### config.mk
export PLATFORM = sky130hd
export DESIGN_NAME = cea_ctrl
export DESIGN_NICKNAME = d
export VERILOG_FILES = /design/src/design/cea_pkg.sv /design/src/design/cea_ctrl.sv
export SDC_FILE = /design/constraint.sdc
export NUM_CORES = 1
export LEC_CHECK = 0
export BUFFER_PORTS_ARGS = -buffer_cell sky130_fd_sc_hd__buf_2
export CAP_MARGIN = 20
export CORE_MARGIN = 8
export CORE_UTILIZATION = 25
export DETAILED_ROUTE_END_ITERATION = 10
export GPL_ROUTABILITY_DRIVEN = 0
export HOLD_SLACK_MARGIN = 0.06
export MAX_ROUTING_LAYER = met4
export PLACE_DENSITY = 0.44
export SYNTH_ARGS = -nofsm -noshare
export SYNTH_HDL_FRONTEND = slang
export SYNTH_SLANG_ARGS = --single-unit
### constraint.sdc
create_clock -name clk -period 1.8 [get_ports clk]
set_clock_uncertainty 0.1 [all_clocks]
set_input_delay 0.36 -clock clk [delete_from_list [all_inputs] [get_ports clk]]
set_output_delay 0.36 -clock clk [all_outputs]
set_load 0.05 [all_outputs]
### src/design/cea_pkg.sv
// Shared types and constants for the coalescing extent allocator.
// Holds table geometry, status and register codes, datapath commands and FSM states.
// No dependencies.
package cea_pkg;

    localparam int TABLE_DEPTH = 256;
    localparam int IDX_W       = $clog2(TABLE_DEPTH);
    localparam int CNT_W       = $clog2(TABLE_DEPTH + 1);
    localparam int LEN_W       = 18;
    localparam int ADDR_W      = 32;
    localparam int CLAIM_W     = 19;
    localparam int ENT_W       = ADDR_W + LEN_W;
    localparam logic [LEN_W-1:0] LEN_MAX = {LEN_W{1'b1}};

    localparam logic [1:0] ST_OK    = 2'd0;
    localparam logic [1:0] ST_NOFIT = 2'd1;
    localparam logic [1:0] ST_FULL  = 2'd2;
    localparam logic [1:0] ST_ZERO  = 2'd3;

    typedef enum logic [0:0] {
        CFG_UNIT_LOG2    = 1'b0,
        CFG_HEADER_UNITS = 1'b1
    } cfg_idx_t;

    typedef enum logic [3:0] {
        OP_NONE,
        OP_LOAD,
        OP_RD,
        OP_ALLOC_CHK,
        OP_FREE_CHK,
        OP_DECIDE,
        OP_DN_RD,
        OP_DN_WR,
        OP_UP_RD,
        OP_UP_WR,
        OP_INS,
        OP_CNT_DEC,
        OP_OUT
    } dp_op_t;

    typedef struct packed {
        dp_op_t op;
    } dp_cmd_t;

    typedef struct packed {
        logic zero;
        logic is_free;
        logic scan_end;
        logic fit;
        logic used_up;
        logic stop;
        logic dec_both;
        logic dec_insert;
        logic dn_more;
        logic up_more;
        logic out_free;
    } dp_stat_t;

    typedef enum logic [3:0] {
        S_IDLE,
        S_SCAN,
        S_RD,
        S_CHK,
        S_DEC,
        S_DN_CHK,
        S_DN_RD,
        S_DN_WR,
        S_UP_CHK,
        S_UP_RD,
        S_UP_WR,
        S_INS,
        S_CNT_DEC,
        S_OUT
    } state_t;

endpackage

### src/design/cea_ctrl.sv
// Sequencer for the extent allocator: scan, decide, shift and result hand-off.
// Depends on cea_pkg; drives the datapath through dp_cmd_t and reads dp_stat_t.
module cea_ctrl (
    input  logic              clk,
    input  logic              rst_n,
    input  logic              in_valid,
    output logic              in_ready,
    input  cea_pkg::dp_stat_t st,
    output cea_pkg::dp_cmd_t  cmd
);

    import cea_pkg::*;

    state_t state_reg;
    state_t state_next;

    always_ff @(posedge clk or negedge rst_n)
    begin
        if (!rst_n)
        begin
            state_reg <= S_IDLE;
        end
        else
        begin
            state_reg <= state_next;
        end
    end

    always_comb
    begin
        state_next = state_reg;
        cmd.op     = OP_NONE;
        in_ready   = 1'b0;
        case (state_reg)
            S_IDLE:
            begin
                in_ready = 1'b1;
                if (in_valid)
                begin
                    cmd.op     = OP_LOAD;
                    state_next = S_SCAN;
                end
            end
            S_SCAN:
            begin
                if (st.zero)
                begin
                    state_next = S_OUT;
                end
                else if (st.scan_end)
                begin
                    state_next = st.is_free ? S_DEC : S_OUT;
                end
                else
                begin
                    state_next = S_RD;
                end
            end
            S_RD:
            begin
                cmd.op     = OP_RD;
                state_next = S_CHK;
            end
            S_CHK:
            begin
                if (st.is_free)
                begin
                    cmd.op     = OP_FREE_CHK;
                    state_next = st.stop ? S_DEC : S_SCAN;
                end
                else
                begin
                    cmd.op = OP_ALLOC_CHK;
                    if (st.fit && st.used_up)
                    begin
                        state_next = S_DN_CHK;
                    end
                    else if (st.fit)
                    begin
                        state_next = S_OUT;
                    end
                    else
                    begin
                        state_next = S_SCAN;
                    end
                end
            end
            S_DEC:
            begin
                cmd.op = OP_DECIDE;
                if (st.dec_both)
                begin
                    state_next = S_DN_CHK;
                end
                else if (st.dec_insert)
                begin
                    state_next = S_UP_CHK;
                end
                else
                begin
                    state_next = S_OUT;
                end
            end
            S_DN_CHK:
            begin
                state_next = st.dn_more ? S_DN_RD : S_CNT_DEC;
            end
            S_DN_RD:
            begin
                cmd.op     = OP_DN_RD;
                state_next = S_DN_WR;
            end
            S_DN_WR:
            begin
                cmd.op     = OP_DN_WR;
                state_next = S_DN_CHK;
            end
            S_UP_CHK:
            begin
                state_next = st.up_more ? S_UP_RD : S_INS;
            end
            S_UP_RD:
            begin
                cmd.op     = OP_UP_RD;
                state_next = S_UP_WR;
            end
            S_UP_WR:
            begin
                cmd.op     = OP_UP_WR;
                state_next = S_UP_CHK;
            end
            S_INS:
            begin
                cmd.op     = OP_INS;
                state_next = S_OUT;
            end
            S_CNT_DEC:
            begin
                cmd.op     = OP_CNT_DEC;
                state_next = S_OUT;
            end
            S_OUT:
            begin
                if (st.out_free)
                begin
                    cmd.op     = OP_OUT;
                    state_next = S_IDLE;
                end
            end
            default:
            begin
                state_next = S_IDLE;
            end
        endcase
    end

endmodule

Word level (Yosys, flattened, before mapping) --
Index checks and enable logic that the tools add are counted.
Operators by class: add/subtract/negate cells 0, $mul 0, divide/modulo/power cells 0, magnitude comparators 0, equality and inequality tests 15, shift operators 0, muxes and demuxes 19, bitwise operators 0, reduce and logical (&&, ||, !) cells 4
Operator list (count):
- $pmux 4 s13 | 1
- $mux 4 | 11
- $pmux 4 s11 | 1
- $eq 4x4->1 const B | 6
- $eq 4x3->1 const B | 4
- $mux 3 | 3
- $eq 4x2->1 const B | 2
- $eq 4x1->1 const B | 1
- $logic_not 4->1 | 1
- $ne 2x2->1 const B | 2
- $mux 1 | 2
- $mux 2 | 1
- $reduce_and 2->1 | 1
- $reduce_or 2->1 | 1
- $logic_and 1x1->1 | 1
Storage, ports and cells: flip-flop bits (word level) 4, latch bits 0, memory bits (writable) 0, ROM bits 0, bits of input ports 14, memories 0

Depth between registers and ports, before layout --
depth in word-level cells 4, gate-level depth with buffers 6, gate-level depth less buffers 4

Worst setup path after synthesis --
Ideal clock, no wire load.
kind register to output, from reg state_reg[2], to out cmd[0] (netlist name), arrival time 1.655 ns, data required time 1.340 ns, path slack -0.315 ns, stages on the path, launching flop included 7, path buffers 2, cells stage by stage dfrtp_1 > buf_4 > buf_4 > inv_2 > a211oi_1 > a21oi_1 > o22ai_1
RTL lines:
- start: declaration | RTL line cea_ctrl.sv:14 | state_t state_reg;
- start signal: assignment | RTL line cea_ctrl.sv:25 | state_reg <= state_next;
- end: declaration | RTL line cea_ctrl.sv:9 | output cea_pkg::dp_cmd_t cmd

==> impl_metrics.py <==
metrics = {
    "global_routing": {
        "grt_max_degree": 11,
        "grt_pass1_wl_um": 3170,
        "grt_usage": 0.101,
        "grt.overflow.total": 0,
        "grt_pass1_vias": 680,
        "grt_antenna_before_repair": 0,
    },
    "timing": {
        "hold_viol": 0,
        "timing.final.max_slew_violations": 0,
        "period_share": 1.02,
        "grt_setup_unrepaired": "yes",
        "worst_pin_slew_ns": 0.236,
        "maxSlewHeadroom": 0.841,
        "finalSetupViolCount": 3,
        "holdWs_ns": 0.362,
        "fin_ws_ns": -0.0364,
        "period_needed_ns": 1.84,
        "maxClockFrequency_mhz": 545,
    },
    "cts": {
        "numCtsBuffers": 3,
        "clockBufferDepth": 2,
        "cts.root.buffer_cell": "clkbuf_4",
        "cts_tree": "yes",
        "ctsHtreeMaxLevel": 1,
        "insertion_delay_ns": 0.24,
        "cts_sinks": 4,
        "path_clk_slew_ns": 0.04,
    },
    "cells_and_area": {
        "layout_commonest_cell": "buf_4",
        "fin_cells": 142,
        "stdcell_area_um2": 942,
        "area_delta_synth_final_pct": 75.1,
        "largest_register_ffs": 4,
        "layout_common_cells": "buf_4 (19), buf_2 (13), buf_6 (9)",
        "drive_above_1_share": 0.565,
        "antennaDiodeCount": 0,
        "final_nets": 131,
    },
    "routing": {
        "drt_iter0_drc": 17,
        "dr_total_vias": 724,
        "first_pass_iters": 4,
        "vias_per_cell": 5.10,
        "routedWlPerCell_um": 13.8,
        "ant_nets": 0,
        "routed_wl_um": 1960,
        "drc": 0,
    },
    "placed_design": {
        "io_buffers": 18,
        "dp.cells": 128,
        "hpwl_um": 1420,
        "place_ws_ns": 0.0593,
        "placement.cell_area_um2": 747,
    },
    "setup_path": {
        "crit_path_end_kind": "output port",
        "required_ns": 1.34,
        "worstPathArrival_ns": 1.38,
        "cp_max_fo": 5,
        "cp-start-kind": "flop",
        "path_class": "flop to output port",
    },
    "synthesis": {
        "synth_top_area_frac": 0.186,
        "yosysSeqAreaShare": 0.186,
        "synthesis.area_um2": 538,
        "synth_area_leaders": "dfrtp_1 (19%), o22ai_1 (7.0%), a21oi_1 (6.5%), buf_6 (4.2%), nand2_1 (4.2%)",
        "yosysWarnings": 0,
        "synth-seq-cells": 4,
        "postSynthAreaPerCell_um2": 7.08,
        "synth_cell_types": 35,
        "yosys.area.top_type": "dfrtp_1",
        "syn_inst": 76,
        "syn-num-nets": 90,
    },
    "pwr": {
        "peakVddDrop_mv": 0.826,
        "power_mw": 2.14,
        "p_leak_nw": 0.412,
        "p_per_area_nw_per_um2": 2270,
    },
    "die": {
        "die_width_um": 62.4,
        "initial_core_util": 0.269,
        "die_h_um": 62.4,
        "io_pins": 19,
        "row_count": 16,
        "die_area_um2": 3890,
        "coreArea_um2": 2000,
    },
    "hold_path": {
        "worstHoldPathType": "input port to asynchronous set/reset pin",
    },
    "flow_run": {
        "max-cap-violations": 0,
    },
    "status": {
        "violations": "setup timing",
        "status": "complete, but fails checks",
    },
}
## cell type report
class	count	area, µm²
Inverter	6	22.5
Clock buffer	3	22.5
Fill cell	215	1060
Tap cell	27	33.8
Sequential cell	4	103
Timing Repair Buffer	42	319
Multi-Input combinational cell	60	442
## worst max-delay path, stage by stage, from the launching register on
cell and delay [ns]:
dfrtp_2 0.44, buf_6 0.14, a211oi_4 0.18, a21oi_2 0.06
o22ai_2 0.15, buf_6 0.18
## metal layers
metal / wire length [µm] / part of all wire / global-route usage
met1: 827 / 0.42 / 0.116
met4: 21 / 0.011 / 0.0342
met5: 0 / 0 / -
met2: 968 / 0.49 / 0.166
met3: 141 / 0.072 / 0.0251
## synthesized netlist by cell type
library cell and number:
a21oi_1 7, nand2_1 6, nor2_1 6, o22ai_1 6
inv_1 5, dfrtp_1 4, o21ai_0 4, o21ai_1 4
nor2b_1 3, a211oi_1 2, buf_4 2, buf_6 2
nand2b_1 2, nor3b_1 2, a22o_1 1, a2bb2oi_1 1
a31oi_1 1, a32oi_1 1, and2_1 1, buf_2 1
clkbuf_1 1, inv_2 1, nand3_1 1, nand3b_1 1
nor2b_4 1, nor3_1 1, nor3_2 1, nor3b_2 1
o2111ai_1 1, o211ai_1 1, o21a_1 1, o31a_1 1
o31ai_2 1, or2_1 1, or3_1 1
## cells by family after synthesis
family	synth area share
DFF	0.186
buffers and inverters	0.128
and+or+nand+nor	0.305
AOI/OAI and AO/OA	0.381
## timing repair
action | 4_1_cts | 5_1_grt
pin swaps | 1 | 4
setup buffers | 6 | 4
hold buffers | 1 | 0
setup endpoints to repair | 5 | 5
cloned | 0 | 0
gates resized for setup | 21 | 8
hold endpoints to repair | 4 | 0
## final timing paths
path,depth (start not counted),endpoint,slack [ns],startpoint
setup / recovery,5,cmd[0],-0.04,state_reg[3]$_DFFE_PN0P_
hold / removal,2,state_reg[0]$_DFFE_PN0P_,0.36,rst_n
setup reg to reg,7,state_reg[3]$_DFFE_PN0P_,0.08,state_reg[3]$_DFFE_PN0P_
hold reg to reg,3,state_reg[2]$_DFFE_PN0P_,0.61,state_reg[2]$_DFFE_PN0P_
max in group asynchronous,2,state_reg[2]$_DFFE_PN0P_,1.10,rst_n
min in group clk,4,state_reg[1]$_DFFE_PN0P_,0.40,st[2]
## where the power goes
group	leakage, nW	switching [mW]	internal, mW
sequential	0.0456	0.0731	0.145
combinational	0.353	0.971	0.840
clock	0.0138	0.0366	0.0746
## per-stage QoR
stage	utilization	TNS (ns)
after CTS	0.444	-0.115
after floorplan	-	-0.0556
after global routing	0.471	-0.330
after global placement	0.373	0
after detailed placement	0.373	0
final	0.471	-0.0701
Note: power is estimated with default switching activity, not from simulation.
